File: src/design/sbpf_pkg.sv
// shared types and constants for the servo bus packet framer
`default_nettype none
package sbpf_pkg;

  // frame constants
  localparam logic [7:0] SYNC_BYTE      = 8'h55;
  localparam logic [8:0] FRAME_OVERHEAD = 9'd6;
  localparam logic [7:0] LEN_OVERHEAD   = 8'd3;
  localparam logic [7:0] CAP_RESET      = 8'd255;

  // input command codes
  localparam logic CMD_BEGIN = 1'b0;
  localparam logic CMD_PARAM = 1'b1;

  // result status codes
  localparam logic STATUS_OK     = 1'b0;
  localparam logic STATUS_REJECT = 1'b1;

  // job queue depth
  localparam int QUEUE_DEPTH = 2;
  localparam int QPTR_W      = $clog2(QUEUE_DEPTH);
  localparam int QCNT_W      = $clog2(QUEUE_DEPTH + 1);

  // input word
  typedef struct packed {
    logic       command;
    logic [7:0] target_id;
    logic [7:0] servo_command;
    logic [7:0] param_count;
    logic [7:0] param_byte;
  } in_word_t;

  // result word
  typedef struct packed {
    logic [7:0] frame_byte;
    logic       frame_end;
    logic       status;
  } out_word_t;

  // kinds of work handed from front to back
  typedef enum logic [1:0] {
    JOB_REJECT,
    JOB_HEADER,
    JOB_PARAM
  } job_kind_t;

  // one job: a rejection, header bytes or one parameter byte, plus checksum when last
  typedef struct packed {
    job_kind_t  kind;
    logic       last;
    logic [7:0] b0;
    logic [7:0] b1;
    logic [7:0] b2;
    logic [7:0] chk;
  } job_t;

endpackage
`default_nettype wire

File: src/design/sbpf_front.sv
// front end: accepts input words, tracks the frame and builds jobs
`default_nettype none
module sbpf_front (
  input  wire logic              clk,
  input  wire logic              rst_n,
  input  wire logic              cfg_we,
  input  wire logic [7:0]        cfg_wdata,
  input  wire logic              in_valid,
  output logic                   in_ready,
  input  wire sbpf_pkg::in_word_t in_data,
  input  wire logic              q_full,
  output logic                   q_push,
  output sbpf_pkg::job_t         q_job
);
  import sbpf_pkg::*;

  logic [7:0] capacity_r;
  logic [7:0] params_left_r, params_left_nxt;
  logic [7:0] running_sum_r, running_sum_nxt;
  logic       in_frame_r, in_frame_nxt;

  logic       accept;
  logic [8:0] frame_len;
  logic [7:0] len_byte;
  logic [7:0] hdr_sum;
  logic [7:0] param_sum;

  assign in_ready = ~q_full;
  assign accept   = in_valid & in_ready;

  // arithmetic for begin and parameter words
  assign frame_len = {1'b0, in_data.param_count} + FRAME_OVERHEAD;
  assign len_byte  = in_data.param_count + LEN_OVERHEAD;
  assign hdr_sum   = in_data.target_id + len_byte + in_data.servo_command;
  assign param_sum = running_sum_r + in_data.param_byte;

  // classify the word and build the job
  always_comb begin
    params_left_nxt = params_left_r;
    running_sum_nxt = running_sum_r;
    in_frame_nxt    = in_frame_r;
    q_push          = 1'b0;
    q_job.kind      = JOB_REJECT;
    q_job.last      = 1'b0;
    q_job.b0        = in_data.target_id;
    q_job.b1        = len_byte;
    q_job.b2        = in_data.servo_command;
    q_job.chk       = ~hdr_sum;
    if (accept) begin
      if (in_data.command == CMD_BEGIN) begin
        params_left_nxt = '0;
        running_sum_nxt = '0;
        in_frame_nxt    = 1'b0;
        q_push          = 1'b1;
        if (frame_len > {1'b0, capacity_r}) begin
          q_job.kind = JOB_REJECT;
        end else begin
          q_job.kind = JOB_HEADER;
          q_job.last = (in_data.param_count == '0);
          if (in_data.param_count != '0) begin
            params_left_nxt = in_data.param_count;
            running_sum_nxt = hdr_sum;
            in_frame_nxt    = 1'b1;
          end
        end
      end else if (in_frame_r) begin
        q_push          = 1'b1;
        q_job.kind      = JOB_PARAM;
        q_job.b0        = in_data.param_byte;
        q_job.chk       = ~param_sum;
        q_job.last      = (params_left_r == 8'd1);
        params_left_nxt = params_left_r - 8'd1;
        running_sum_nxt = param_sum;
        if (params_left_r == 8'd1) begin
          running_sum_nxt = '0;
          in_frame_nxt    = 1'b0;
        end
      end
    end
  end

  // frame state and capacity register
  always_ff @(posedge clk) begin
    if (!rst_n) begin
      capacity_r    <= CAP_RESET;
      params_left_r <= '0;
      running_sum_r <= '0;
      in_frame_r    <= 1'b0;
    end else begin
      if (cfg_we) begin
        capacity_r <= cfg_wdata;
      end
      params_left_r <= params_left_nxt;
      running_sum_r <= running_sum_nxt;
      in_frame_r    <= in_frame_nxt;
    end
  end

endmodule
`default_nettype wire

File: src/design/sbpf_queue.sv
// short job queue between front and back
`default_nettype none
module sbpf_queue (
  input  wire logic           clk,
  input  wire logic           rst_n,
  input  wire logic           push,
  input  wire sbpf_pkg::job_t push_job,
  output logic                full,
  input  wire logic           pop,
  output logic                head_valid,
  output sbpf_pkg::job_t      head_job
);
  import sbpf_pkg::*;

  job_t              mem_r [QUEUE_DEPTH];
  logic [QPTR_W-1:0] wr_ptr_r, rd_ptr_r;
  logic [QCNT_W-1:0] count_r;
  logic              do_push, do_pop;

  assign full       = (count_r == QCNT_W'(QUEUE_DEPTH));
  assign head_valid = (count_r != '0);
  assign head_job   = mem_r[rd_ptr_r];
  assign do_push    = push & ~full;
  assign do_pop     = pop & head_valid;

  // storage
  always_ff @(posedge clk) begin
    if (do_push) begin
      mem_r[wr_ptr_r] <= push_job;
    end
  end

  // pointers and fill count
  always_ff @(posedge clk) begin
    if (!rst_n) begin
      wr_ptr_r <= '0;
      rd_ptr_r <= '0;
      count_r  <= '0;
    end else begin
      if (do_push) begin
        wr_ptr_r <= (wr_ptr_r == QPTR_W'(QUEUE_DEPTH - 1)) ? '0 : wr_ptr_r + 1'b1;
      end
      if (do_pop) begin
        rd_ptr_r <= (rd_ptr_r == QPTR_W'(QUEUE_DEPTH - 1)) ? '0 : rd_ptr_r + 1'b1;
      end
      if (do_push && !do_pop) begin
        count_r <= count_r + 1'b1;
      end else if (do_pop && !do_push) begin
        count_r <= count_r - 1'b1;
      end
    end
  end

endmodule
`default_nettype wire

File: src/design/sbpf_back.sv
// back end: expands each job into frame bytes, one per cycle while the output is taken
`default_nettype none
module sbpf_back (
  input  wire logic            clk,
  input  wire logic            rst_n,
  input  wire logic            head_valid,
  input  wire sbpf_pkg::job_t  head_job,
  output logic                 pop,
  output logic                 out_valid,
  input  wire logic            out_ready,
  output sbpf_pkg::out_word_t  out_data
);
  import sbpf_pkg::*;

  logic [2:0] step_r;
  logic       out_valid_r;
  out_word_t  out_r;
  out_word_t  word;
  logic [2:0] last_step;
  logic       advance;

  assign advance   = head_valid & (~out_valid_r | out_ready);
  assign pop       = advance & (step_r == last_step);
  assign out_valid = out_valid_r;
  assign out_data  = out_r;

  // select the byte for the current step
  always_comb begin
    word.frame_byte = '0;
    word.frame_end  = 1'b0;
    word.status     = STATUS_OK;
    last_step       = '0;
    unique case (head_job.kind)
      JOB_HEADER: begin
        last_step = head_job.last ? 3'd5 : 3'd4;
        unique case (step_r)
          3'd0, 3'd1: word.frame_byte = SYNC_BYTE;
          3'd2:       word.frame_byte = head_job.b0;
          3'd3:       word.frame_byte = head_job.b1;
          3'd4:       word.frame_byte = head_job.b2;
          default: begin
            word.frame_byte = head_job.chk;
            word.frame_end  = 1'b1;
          end
        endcase
      end
      JOB_PARAM: begin
        last_step = head_job.last ? 3'd1 : 3'd0;
        if (step_r == 3'd0) begin
          word.frame_byte = head_job.b0;
        end else begin
          word.frame_byte = head_job.chk;
          word.frame_end  = 1'b1;
        end
      end
      default: begin
        word.frame_end = 1'b1;
        word.status    = STATUS_REJECT;
      end
    endcase
  end

  // output register and step counter
  always_ff @(posedge clk) begin
    if (!rst_n) begin
      step_r      <= '0;
      out_valid_r <= 1'b0;
    end else begin
      if (advance) begin
        out_valid_r <= 1'b1;
        step_r      <= (step_r == last_step) ? 3'd0 : step_r + 3'd1;
      end else if (out_ready) begin
        out_valid_r <= 1'b0;
      end
    end
  end

  always_ff @(posedge clk) begin
    if (advance) begin
      out_r <= word;
    end
  end

endmodule
`default_nettype wire

File: src/design/servo_bus_packet_framer.sv
// Servo bus packet framer: turns begin and parameter words into bus-servo frames
// (0x55 0x55 id len cmd params checksum) with an inverted-sum checksum, or one
// rejection word when param_count + 6 exceeds the capacity register. The front end
// takes one input word per cycle while the two-entry job queue has room; the back
// end emits one frame byte per cycle from its output register while out_ready allows,
// so a parameter word yields one byte (two if last: it adds the checksum) and a begin
// word five or six bytes (one word when rejected). Sustained throughput is set by that
// byte-per-cycle back end and by how fast results are taken. Stray parameter words
// are consumed with no result. Write the capacity only while the block is idle.
`default_nettype none
module servo_bus_packet_framer (
  input  wire logic                clk,
  input  wire logic                rst_n,
  input  wire logic                cfg_we,
  input  wire logic [7:0]          cfg_wdata,
  input  wire logic                in_valid,
  output logic                     in_ready,
  input  wire sbpf_pkg::in_word_t  in_data,
  output logic                     out_valid,
  input  wire logic                out_ready,
  output sbpf_pkg::out_word_t      out_data
);
  import sbpf_pkg::*;

  logic q_push, q_full, q_pop, q_head_valid;
  job_t q_job, q_head_job;

  // accept and classify
  sbpf_front u_front (
    .clk       (clk),
    .rst_n     (rst_n),
    .cfg_we    (cfg_we),
    .cfg_wdata (cfg_wdata),
    .in_valid  (in_valid),
    .in_ready  (in_ready),
    .in_data   (in_data),
    .q_full    (q_full),
    .q_push    (q_push),
    .q_job     (q_job)
  );

  // job queue
  sbpf_queue u_queue (
    .clk        (clk),
    .rst_n      (rst_n),
    .push       (q_push),
    .push_job   (q_job),
    .full       (q_full),
    .pop        (q_pop),
    .head_valid (q_head_valid),
    .head_job   (q_head_job)
  );

  // byte emission
  sbpf_back u_back (
    .clk        (clk),
    .rst_n      (rst_n),
    .head_valid (q_head_valid),
    .head_job   (q_head_job),
    .pop        (q_pop),
    .out_valid  (out_valid),
    .out_ready  (out_ready),
    .out_data   (out_data)
  );

endmodule
`default_nettype wire

File: config.mk
export PLATFORM = sky130hd
export DESIGN_NAME = servo_bus_packet_framer
export DESIGN_NICKNAME = d
export VERILOG_FILES = /design/src/design/sbpf_pkg.sv /design/src/design/sbpf_front.sv /design/src/design/sbpf_queue.sv /design/src/design/sbpf_back.sv /design/src/design/servo_bus_packet_framer.sv
export SDC_FILE = /design/constraint.sdc
export NUM_CORES = 1
export LEC_CHECK = 0
export CAP_MARGIN = 20
export CORE_ASPECT_RATIO = 1.5
export CORE_MARGIN = 3
export CORE_UTILIZATION = 39
export CTS_BUF_LIST = sky130_fd_sc_hd__clkbuf_16
export CTS_CLUSTER_DIAMETER = 40
export DETAILED_ROUTE_END_ITERATION = 12
export DONT_BUFFER_PORTS = 1
export SETUP_SLACK_MARGIN = 0.02
export SLEW_MARGIN = 20
export SYNTH_ARGS = -nofsm -noshare
export SYNTH_HDL_FRONTEND = slang
export SYNTH_SLANG_ARGS = --single-unit
File: constraint.sdc
create_clock -name clk -period 4 [get_ports clk]
set_input_delay 0.8 -clock clk [delete_from_list [all_inputs] [get_ports clk]]
set_output_delay 0.8 -clock clk [all_outputs]
set_load 0.02 [all_outputs]
==> run summary, run 1 <==
status -> completed
drt first pass iters -> 7
largest net degree at the start of global routing -> 36
Finished Cell Area -> 0.00694 sq mm
Synthesis Warnings -> 0
fin. max-slew vios -> 0
slew margin rel. -> 45.2%
All-Layer GR Usage -> 18.4%
Adder-Cell Fraction of Synth Area -> 9.95%
H-tree levels -> 4
Worst Path Max Fanout -> 5
synthesized cell area -> 0.00621 sq mm
Seq cells post-synth -> 114
top cells by area, synth -> edfxtp_1, dfxtp_1, ha_1
Final Cycle Share -> 79.4%
kind of cell adding the most delay to the critical path -> compound AO/OA/AOI/OAI gates
setup ws final -> 0.822 ns
post-DR vias/cell -> 5.65
clk root buf -> clkbuf_16
setup violators final -> 0
CTS tree -> done
Global Route met2 Usage -> 33.3%
Synth area leader -> edfxtp_1
routed via count -> 4330
setup bufs post-CTS -> 0
main combinational cell family by area after synthesis -> compound AO/OA/AOI/OAI gates
layout cells sized above 1 -> 12.0%
GR peak layer -> met2
Post-route DRC -> 0
crit-path cells -> inv_1 -> ha_1 -> a21oi_1 -> xnor2_1 -> fa_1 -> ha_1 -> a21o_1 -> a21oi_1 -> o21a_1 -> xnor2_1 -> o21a_1
critical path endpoint category -> register
hpwl dp -> 11400 um
port bufs -> 0
starting density of the core -> 40.5%
synthesized net count -> 643
worst path bufs/invs -> 1
global placer's final weighted congestion -> 0.928
Synth top area share -> 38.7%
setup_tns -> 0 ns
die height -> 161 um
total congestion overflow -> 0
Placeable Area -> 0.0153 sq mm
DRT iter0 DRCs -> 278
IR drop worst, VDD -> 0.000286 V
CTS clk-pin slew, worst paths -> 0.05 ns
leakage -> 0.00266 uW
count leader, synth -> edfxtp_1
worst slack, placed -> 0.435 ns
# nets final -> 645
global-route wire length before repair -> 24500 um
Boundary Pins -> 58
Setup CP Type -> in2reg
Routed Antenna Nets -> 0
Die ar. -> 0.0175 sq mm
WL per Instance -> 19.9 um
Post-synth EDFFs -> 80
Peak Freq -> 0.315 GHz
sequential-to-total area share from yosys stat -> 49.6%
initial antenna violation count -> 0
CTS Buf Count -> 17
worst skew pair latency -> 0.41 ns
vias in the first global route -> 4538
Syn-to-layout area delta -> 11.7%
RSZ-0062 raised after global routing -> false
CTS max path bufs -> 2
met1 global-route usage -> 19.5%
simple-gate share of the synthesized area -> 9.75%
worst hold slack -> 0.467 ns
PostCTS Resize Cnt -> 0
Async SR Flop Fraction -> 0%
CP Launch Type -> input pin
total placed cells including tap cells -> 735
Synth Instances -> 553
Distinct cells, synth -> 58
top_reg_cell synth -> edfxtp_1
worst endpoint required time -> 4.15 ns
Hold Path Class -> in2reg
antenna cells -> 0
Max-cap violations -> 0
Post-DP Area -> 0.00638 sq mm
top cells by count, synth -> edfxtp_1, nand2_1, ha_1
num rows -> 55
clk sinks -> 114
Slowest cell on crit path -> fa_1
Tmin final -> 3.18 ns
Mean Syn Cell Area -> 11.2 sq um
CP arrival -> 3.33 ns
PwrDens -> 656 mW/mm^2
Least-Margin Pin Slew -> 0.820 ns
Crit path largest cell delay -> 0.49 ns
clock skew -> 0.0103 ns
Routed WL -> 15300 um
post-synthesis mux area share -> 5.92%
die width -> 109 um
Synth Area in Compound Gates -> 15.1%
non-filler cells in the finished layout -> 767
final hold violation count -> 0
met3 usage -> 5.31%
post-synthesis xor/xnor area fraction -> 5.34%
Post-CTS Hold Fix Bufs -> 0
-- power breakdown --
part	switching, uW	internal (uW)
sequential	175	1530
clock	527	899
combinational	830	587
-- logic make-up (layout without fill, tap and decap cells) --
family / count (synthesis) / in the layout
adder cells (fa/ha/maj): 44 / 44
AO/OA/AOI/OAI: 139 / 139
AND/OR/NAND/NOR: 127 / 127
flip-flops: 114 / 114
multiplexers: 34 / 34
buffers and inverters: 58 / 73
XOR/XNOR: 37 / 37
-- metal layers --
metal | vias up | wire length (um) | share of wire (%)
li1 | 2063 | - | -
met1 | 2096 | 5670 | 37
met2 | 137 | 8320 | 54
met3 | 34 | 857 | 5.6
met4 | 0 | 452 | 3.0
met5 | - | 0 | 0
-- final timing paths --
check	startpoint	to	slack (ns)	cells past startpoint
worst max-delay path	in_data[9]	u_queue.mem_r[0][7]$_DFFE_PP_	0.82	11
worst min-delay path	rst_n	u_front.capacity_r[0]$_SDFFE_PN1P_	0.47	1
worst max register to register	register	u_queue.count_r[1]$_SDFFE_PN0P_	1.16	9
worst min register to register	u_front.capacity_r[4]$_SDFFE_PN1P_	u_front.capacity_r[4]$_SDFFE_PN1P_	0.49	2
-- through the flow --
stage                     util, %  total power [uW]
final                        45.2              4550
after floorplan                 -              2830
after global routing         45.2              4800
after detailed placement     41.6              3140
after CTS                    45.2              4570
after global placement       41.6              3100
-- worst reg2reg max path, stage by stage, from the launching register on --
cell	delay, ns
dfxtp_1	0.44
mux2i_1	0.27
inv_1	0.06
ha_1	0.44
nor3_1	0.29
xnor2_1	0.17
nand4_2	0.18
ha_1	0.37
or3_1	0.38
a21boi_0	0.17
-- layout by cell type, fill, tap and decap left out, types with 7 or more instances in the layout --
master      n
a21o_1      8
a21oi_1    34
a222oi_1   13
a32oi_1     9
and2_1      7
buf_4       8
clkbuf_16  17
clkinv_2    7
dfxtp_1    34
edfxtp_1   80
fa_1        9
ha_1       35
inv_1      34
mux2_2     18
mux2i_1    15
nand2_1    46
nand3_1    15
nor2_1     28
nor3_1      7
o211ai_1    9
o21ai_0    30
xnor2_1    24
xor2_1     12
-- cell type report --
cell class / count / area (sq um)
Multi-Input combinational cell: 381 / 2870
Inverter: 33 / 124
Timing Repair Buffer: 8 / 60.1
Sequential cell: 114 / 3080
Fill cell: 1365 / 8410
Tap cell: 199 / 249
Clock inverter: 15 / 130
Clock buffer: 17 / 425
-- state kept, by name, indices dropped and copies added (netlist names), named ones only --
register and flops:
u_queue.rd_ptr_r 1, u_queue.mem_r 70, u_front.running_sum_r 8, u_front.capacity_r 8, u_queue.count_r 2, u_back.out_data 10, u_queue.wr_ptr_r 1, u_back.out_valid 1
u_front.in_frame_r 1, u_back.step_r 3, u_front.params_left_r 8
Power figures use the tool's default switching activity.
==> inputs of run 2 (changes only) <==
--- a/config.mk
+++ b/config.mk
@@ -5,6 +5,7 @@
 export SDC_FILE = /design/constraint.sdc
 export NUM_CORES = 1
 export LEC_CHECK = 0
+export ABC_AREA = 1
 export CAP_MARGIN = 20
 export CORE_ASPECT_RATIO = 1.5
 export CORE_MARGIN = 3
==> constraint.sdc (replaced) <==
create_clock -name clk -period 2.6 [get_ports clk]
set_input_delay 0.52 -clock clk [delete_from_list [all_inputs] [get_ports clk]]
set_output_delay 0.52 -clock clk [all_outputs]
set_load 0.02 [all_outputs]
==> run 2 against run 1 <==
  * The run now ends with setup timing left
  * Sequential power grew 53%
  * Via count is 23% higher
  * Synthesized cell count is 32% higher
  * Critical endpoint is now u_queue.mem_r[1][6]$_DFFE_PP_
  * Largest power group is now combinational logic
==> run summary, run 2 <==
sequential-to-total area share from yosys stat -> 47.8% (-1.8 points)
switching share of power -> 36.3% (+2.7 points)
total placed cells including tap cells -> 950 (+29%)
synthesized net count -> 821 (+28%)
Sw Pwr -> 2870 uW (+87%)
status -> complete, but fails checks
worst endpoint required time -> 2.72 ns (-1.43 ns)
Post-CTS Hold Fix Bufs -> 0 (unchanged)
clk root buf -> clkbuf_16
IR drop worst, VDD -> 0.000438 V (+53%)
top_reg_cell synth -> edfxtp_1
slew margin rel. -> 50.3% (+5.0 points)
Top reg by flops -> u_queue.mem_r
global-route wire length before repair -> 26900 um (+9.6%)
vias in the first global route -> 5121 (+13%)
largest net degree at the start of global routing -> 37 (+2.8%)
setup ws final -> -0.0224 ns (-0.845 ns)
fin. max-slew vios -> 0 (unchanged)
H-tree levels -> 4 (unchanged)
die width -> 111 um (+1.7%)
number of flip-flops in the largest register -> 70 (unchanged)
Setup CP Type -> in2reg
Mean Syn Cell Area -> 8.81 sq um (-22%)
clock skew -> 0.0102 ns (-0.0000987 ns)
drt first pass iters -> 5 (-2)
Post-route DRC -> 0 (unchanged)
WL per Instance -> 17.7 um (-11%)
failing checks -> setup timing
starting density of the core -> 40.5% (about the same)
layout cells sized above 1 -> 17.8% (+5.8 points)
Routed Antenna Nets -> 0 (unchanged)
final core occ -> 49.3% (+4.1 points)
post-synthesis xor/xnor area fraction -> 3.13% (-2.2 points)
Synth Instances -> 731 (+32%)
Synth Area in Compound Gates -> 14.0% (-1.1 points)
Synth area leader -> edfxtp_1
port bufs -> 0 (unchanged)
Distinct cells, synth -> 44 (-24%)
Routed WL -> 17500 um (+14%)
Final Cycle Share -> 101%
DRT iter0 DRCs -> 307 (+10%)
CTS Buf Count -> 17 (unchanged)
Least-Margin Pin Slew -> 0.745 ns (-0.0744 ns)
main combinational cell family by area after synthesis -> simple AND/OR/NAND/NOR gates
most common cell after layout, fill and taps aside -> nand2_1
Pwr Total -> 7900 uW (+74%)
Hold Path Class -> in2reg
initial antenna violation count -> 0 (unchanged)
total congestion overflow -> 0 (unchanged)
# nets final -> 860 (+33%)
Synth top area share -> 37.3% (-1.4 points)
hpwl dp -> 12900 um (+14%)
area occupied by multi-input gates -> 0.00320 sq mm (+11%)
most frequent cells in the layout -> nand2_1, edfxtp_1, inv_1, nor2_1, o21ai_0
top cells by count, synth -> nand2_1, edfxtp_1, inv_1
Worst Path Max Fanout -> 4 (-1)
Tmin final -> 2.62 ns
CTS tree -> done
num rows -> 56 (+1.8%)
critical path endpoint category -> register
Adder-Cell Fraction of Synth Area -> 9.59% (-0.36 points)
Synthesis Warnings -> 0 (unchanged)
synthesized cell area -> 0.00644 sq mm (+3.7%)
worst skew pair latency -> 0.42 ns (about the same)
Placeable Area -> 0.0159 sq mm (+3.6%)
All-Layer GR Usage -> 19.2% (+0.85 points)
CTS max path bufs -> 2 (unchanged)
Post-synth EDFFs -> 80 (unchanged)
clock network power share -> 30.3% (-1.0 points)
FILL cells -> 1474 (+8.0%)
count leader, synth -> nand2_1
Max-cap violations -> 0 (unchanged)
Pint -> 5030 uW (+67%)
post-synthesis mux area share -> 0.311% (-5.6 points)
global placer's final weighted congestion -> 0.855 (-7.9%)
Boundary Pins -> 58 (unchanged)
clk sinks -> 114 (unchanged)
routed via count -> 5311 (+23%)
antenna cells -> 0 (unchanged)
register area -> 0.00308 sq mm (about the same)
CTS clk-pin slew, worst paths -> 0.06 ns (about the same)
post-DR vias/cell -> 5.39 (-4.6%)
non-filler cells in the finished layout -> 986 (+29%)
Syn-to-layout area delta -> 21.8%
Die ar. -> 0.0181 sq mm (+3.5%)
Seq cells post-synth -> 114 (unchanged)
CP arrival -> 2.74 ns (-0.59 ns)
sequential share of power -> 33.1% (-4.4 points)
die height -> 163 um (+1.8%)
final hold violation count -> 0 (unchanged)
CP Launch Type -> input pin
setup violators final -> 4 (+4)
RSZ-0062 raised after global routing -> true
Async SR Flop Fraction -> 0% (unchanged)
simple-gate share of the synthesized area -> 18.3% (+8.6 points)
Peak Freq -> 0.381 GHz
top cells by area, synth -> edfxtp_1, dfxtp_1, nand2_1
combinational power share -> 36.5% (+5.4 points)
leakage -> 0.00337 uW (+27%)
PwrDens -> 1010 mW/mm^2 (+54%)
==> run 2: per-stage QoR <==
step           area (sq um)  setup WS, ns  TNS [ns]  hold slack [ns]
6_report               7850       -0.0224   -0.0691            0.200
5_1_grt                7850        -0.138    -0.890            0.183
4_1_cts                7660        0.0309         0            0.180
3_5_place_dp           7050        -0.470     -4.70            0.463
3_3_place_gp           7050        -0.356     -3.57            0.455
2_1_floorplan          6620        -0.228    -0.727            0.439
==> run 2: cells by family (layout without fill, tap and decap cells) <==
group,after synthesis,in the layout
buffers and inverters,110,162
AOI/OAI and AO/OA,157,157
DFF,114,114
xor gates and xnor gates,23,23
muxes,2,2
and+or+nand+nor,281,281
adders and majority gates,44,44
==> run 2: worst paths after layout <==
kind,startpoint,to,slack (ns),cells after the start
setup / recovery,in_data[9],u_queue.mem_r[1][6]$_DFFE_PP_,-0.02,15
hold / removal,in_data[21],u_queue.mem_r[0][13]$_DFFE_PP_,0.20,0
setup reg to reg,register,u_queue.count_r[1]$_SDFFE_PN0P_,0.24,14
hold reg to reg,u_front.capacity_r[6]$_SDFFE_PN1P_,u_front.capacity_r[6]$_SDFFE_PN1P_,0.47,2
==> run 2: per-layer routing <==
metal | global-route usage, % | part of all wire [%] | routed length (um)
met2 | 36.0 | 55 | 9610
met4 | 9.64 | 3.4 | 595
met5 | 0 | 0 | 0
met1 | 19.9 | 37 | 6410
met3 | 4.63 | 4.9 | 849
==> run 2: worst max-delay path: stages <==
cell	delay, ns
inv_12	0.02
ha_4	0.15
nand2_4	0.07
buf_6	0.10
nand2_4	0.06
xor2_4	0.19
fa_1	0.56
ha_4	0.24
a21oi_4	0.15
nand2_2	0.08
a21oi_2	0.13
nor2_1	0.06
nor2_1	0.13
xnor2_1	0.17
mux2i_1	0.13
==> run 2: cell type report <==
| class | count | share of cell area (%) |
|---|---|---|
| Inverter | 85 | 4.42 |
| Clock buffer | 17 | 5.42 |
| Clock inverter | 15 | 2.23 |
| Sequential cell | 114 | 39.3 |
| Timing Repair Buffer | 45 | 4.67 |
| Multi-Input combinational cell | 507 | 40.7 |
| Tap cell | 203 | 3.24 |
==> run 2: what timing repair did <==
item	CTS	global route
gates resized for setup	0	33
setup buffers	1	3
endpoints found under the setup margin	2	12
pin swaps	1	30
==> run 2: power by group through the flow <==
| stage | sequential [uW] | combinational, uW | clock (uW) |
|---|---|---|---|
| 5_1_grt | 2650 | 3200 | 2490 |
| 6_report | 2620 | 2890 | 2400 |
| 3_5_place_dp | 2650 | 2730 | 0 |
| 2_1_floorplan | 2610 | 1940 | 0 |
| 3_3_place_gp | 2640 | 2680 | 0 |
| 4_1_cts | 2620 | 2760 | 2420 |
==> inputs of run 3 (changes only) <==
--- a/config.mk
+++ b/config.mk
@@ -15,6 +15,7 @@
 export DETAILED_ROUTE_END_ITERATION = 12
 export DONT_BUFFER_PORTS = 1
 export SETUP_SLACK_MARGIN = 0.02
+export SKIP_CTS_REPAIR_TIMING = 1
 export SLEW_MARGIN = 20
 export SYNTH_ARGS = -nofsm -noshare
 export SYNTH_HDL_FRONTEND = slang
==> run 3 against run 2 <==
  * Power about the same
  * Cell count up 0.10%
  * Clock power about the same
  * Critical endpoint unchanged
  * Worst setup slack worse by 0.0080 ns
  * The flow still finishes with violations (setup timing)
  * Register-to-register slack about the same
  * Combinational power about the same
  * Global-route usage unchanged
  * Via count down 0.70%
  * Wire length down 0.11%
==> run summary, run 3 (synthesized netlist as in run 2, its figures left out) <==
initial antenna violation count -> 0 (unchanged)
die width -> 111 um (unchanged)
post-DR vias/cell -> 5.34 (-0.80%)
clk sinks -> 114 (unchanged)
fin. max-slew vios -> 0 (unchanged)
number of flip-flops in the largest register -> 70 (unchanged)
crit-path cells -> inv_12 -> ha_4 -> nand2_4 -> buf_6 -> nand2_4 -> xor2_4 -> fa_1 -> ha_4 -> a21oi_4 -> nand2_2 -> a21oi_2 -> nor2_1 -> nor2_1 -> xnor2_1 -> mux2i_1
Hold Path Class -> in2reg
Die ar. -> 0.0181 sq mm (unchanged)
Setup CP Type -> in2reg
kind of cell adding the most delay to the critical path -> adder cells
Top reg by flops -> u_queue.mem_r
Max-cap violations -> 0 (unchanged)
CP Launch Type -> input pin
status -> complete, but fails checks
worst hold slack -> 0.197 ns (-0.00292 ns)
total congestion overflow -> 0 (unchanged)
global placer's final weighted congestion -> 0.855 (unchanged)
hpwl dp -> 12900 um (unchanged)
setup violators final -> 2 (-2)
antenna cells -> 0 (unchanged)
WL per Instance -> 17.7 um (-0.22%)
Syn-to-layout area delta -> 21.9%
routed via count -> 5274 (-0.70%)
worst endpoint required time -> 2.72 ns (about the same)
critical path endpoint category -> register
final hold violation count -> 0 (unchanged)
starting density of the core -> 40.5% (unchanged)
Least-Margin Pin Slew -> 0.734 ns (-0.0114 ns)
total placed cells including tap cells -> 950 (unchanged)
Crit path largest cell delay -> 0.56 ns (about the same)
worst skew pair latency -> 0.41 ns (about the same)
most frequent cells in the layout -> nand2_1, edfxtp_1, inv_1, nor2_1, o21ai_0
CTS Buf Count -> 17 (unchanged)
CTS clk-pin slew, worst paths -> 0.06 ns (about the same)
FILL cells -> 1471 (-0.20%)
Boundary Pins -> 58 (unchanged)
leakage -> 0.00338 uW (about the same)
H-tree levels -> 4 (unchanged)
CTS tree -> done
vias in the first global route -> 5115 (-0.12%)
clock skew -> 0.00755 ns (-0.00268 ns)
Tmin final -> 2.63 ns (+0.00799 ns)
clk root buf -> clkbuf_16
Peak Freq -> 0.380 GHz (-0.30%)
worst slack, placed -> -0.470 ns (unchanged)
slew margin rel. -> 51.0% (+0.76 points)
Routed WL -> 17400 um (-0.11%)
worst path bufs/invs -> 2 (unchanged)
Slowest cell on crit path -> fa_1
layout cells sized above 1 -> 18.0% (+0.23 points)
CTS max path bufs -> 2 (unchanged)
Final Cycle Share -> 101% (+0.31 points)
Worst Path Max Fanout -> 4 (unchanged)
register area -> 0.00308 sq mm (unchanged)
largest net degree at the start of global routing -> 37 (unchanged)
most common cell after layout, fill and taps aside -> nand2_1
die height -> 163 um (unchanged)
port bufs -> 0 (unchanged)
PwrDens -> 1010 mW/mm^2 (about the same)
non-filler cells in the finished layout -> 987 (+0.10%)
# nets final -> 861 (+0.12%)
global-route wire length before repair -> 26900 um (unchanged)
setup ws final -> -0.0304 ns (-0.00799 ns)
RSZ-0062 raised after global routing -> true
drt first pass iters -> 5 (unchanged)
Routed Antenna Nets -> 0 (unchanged)
IR drop worst, VDD -> 0.000441 V (+0.83%)
failing checks -> setup timing
All-Layer GR Usage -> 19.2% (unchanged)
Post-route DRC -> 0 (unchanged)
area occupied by multi-input gates -> 0.00320 sq mm (about the same)
num rows -> 56 (unchanged)
CP arrival -> 2.75 ns (about the same)
DRT iter0 DRCs -> 299 (-2.6%)
Placeable Area -> 0.0159 sq mm (unchanged)
-- run 3: cell count changes in the layout (fill, tap and decap cells not counted), sizes merged --
cell  change
buf       +1
-- run 3: area by class of cell --
cell class / instances / area share (%)
Multi-Input combinational cell: 507 / 40.7
Sequential cell: 114 / 39.3
Clock buffer: 17 / 5.41
Timing Repair Buffer: 46 / 4.76
Inverter: 85 / 4.41
Tap cell: 203 / 3.23
Clock inverter: 15 / 2.23
-- run 3: power breakdown --
group          internal (uW)  total [uW]  switching, uW
sequential              2360        2620            255
combinational           1100        2900           1800
clock                   1580        2390            817
total                   5040        7910           2870
-- run 3: worst register-to-register path: cells and delay by family (launching register included) --
family | cells | cell delay (ns)
flip-flops | 1 | 0.35
AND/OR/NAND/NOR | 2 | 0.38
buffers and inverters | 2 | 0.10
AO/OA/AOI/OAI | 8 | 1.02
adder cells (fa/ha/maj) | 2 | 0.41
-- run 3: final timing paths --
check | startpoint | end | slack [ns] | cells after the start
max reg2reg | register | u_queue.count_r[1]$_SDFFE_PN0P_ | 0.24 | 14
min | in_data[16] | u_queue.mem_r[0][8]$_DFFE_PP_ | 0.20 | 0
max | in_data[9] | u_queue.mem_r[1][6]$_DFFE_PP_ | -0.03 | 15
min reg2reg | u_front.capacity_r[6]$_SDFFE_PN1P_ | u_front.capacity_r[6]$_SDFFE_PN1P_ | 0.47 | 2
-- run 3: stage by stage --
| stage | cell area (sq um) | TNS (ns) | total power [uW] | util, % |
|---|---|---|---|---|
| 6_report | 7860 | -0.0599 | 7910 | 49.4 |
| 5_1_grt | 7860 | -0.822 | 8350 | 49.4 |
| 4_1_cts | 7650 | -0.0825 | 7800 | 48.1 |
| 3_5_place_dp | 7050 | -4.70 | 5390 | 44.3 |
| 3_3_place_gp | 7050 | -3.57 | 5320 | 44.3 |
| 2_1_floorplan | 6620 | -0.727 | 4550 | - |
-- run 3: layer usage --
metal	wire [um]	GRT usage, %	vias up
li1	-	-	2551
met5	0	0	-
met4	638	9.64	0
met2	9600	36.0	168
met3	966	4.63	42
met1	6230	19.9	2513
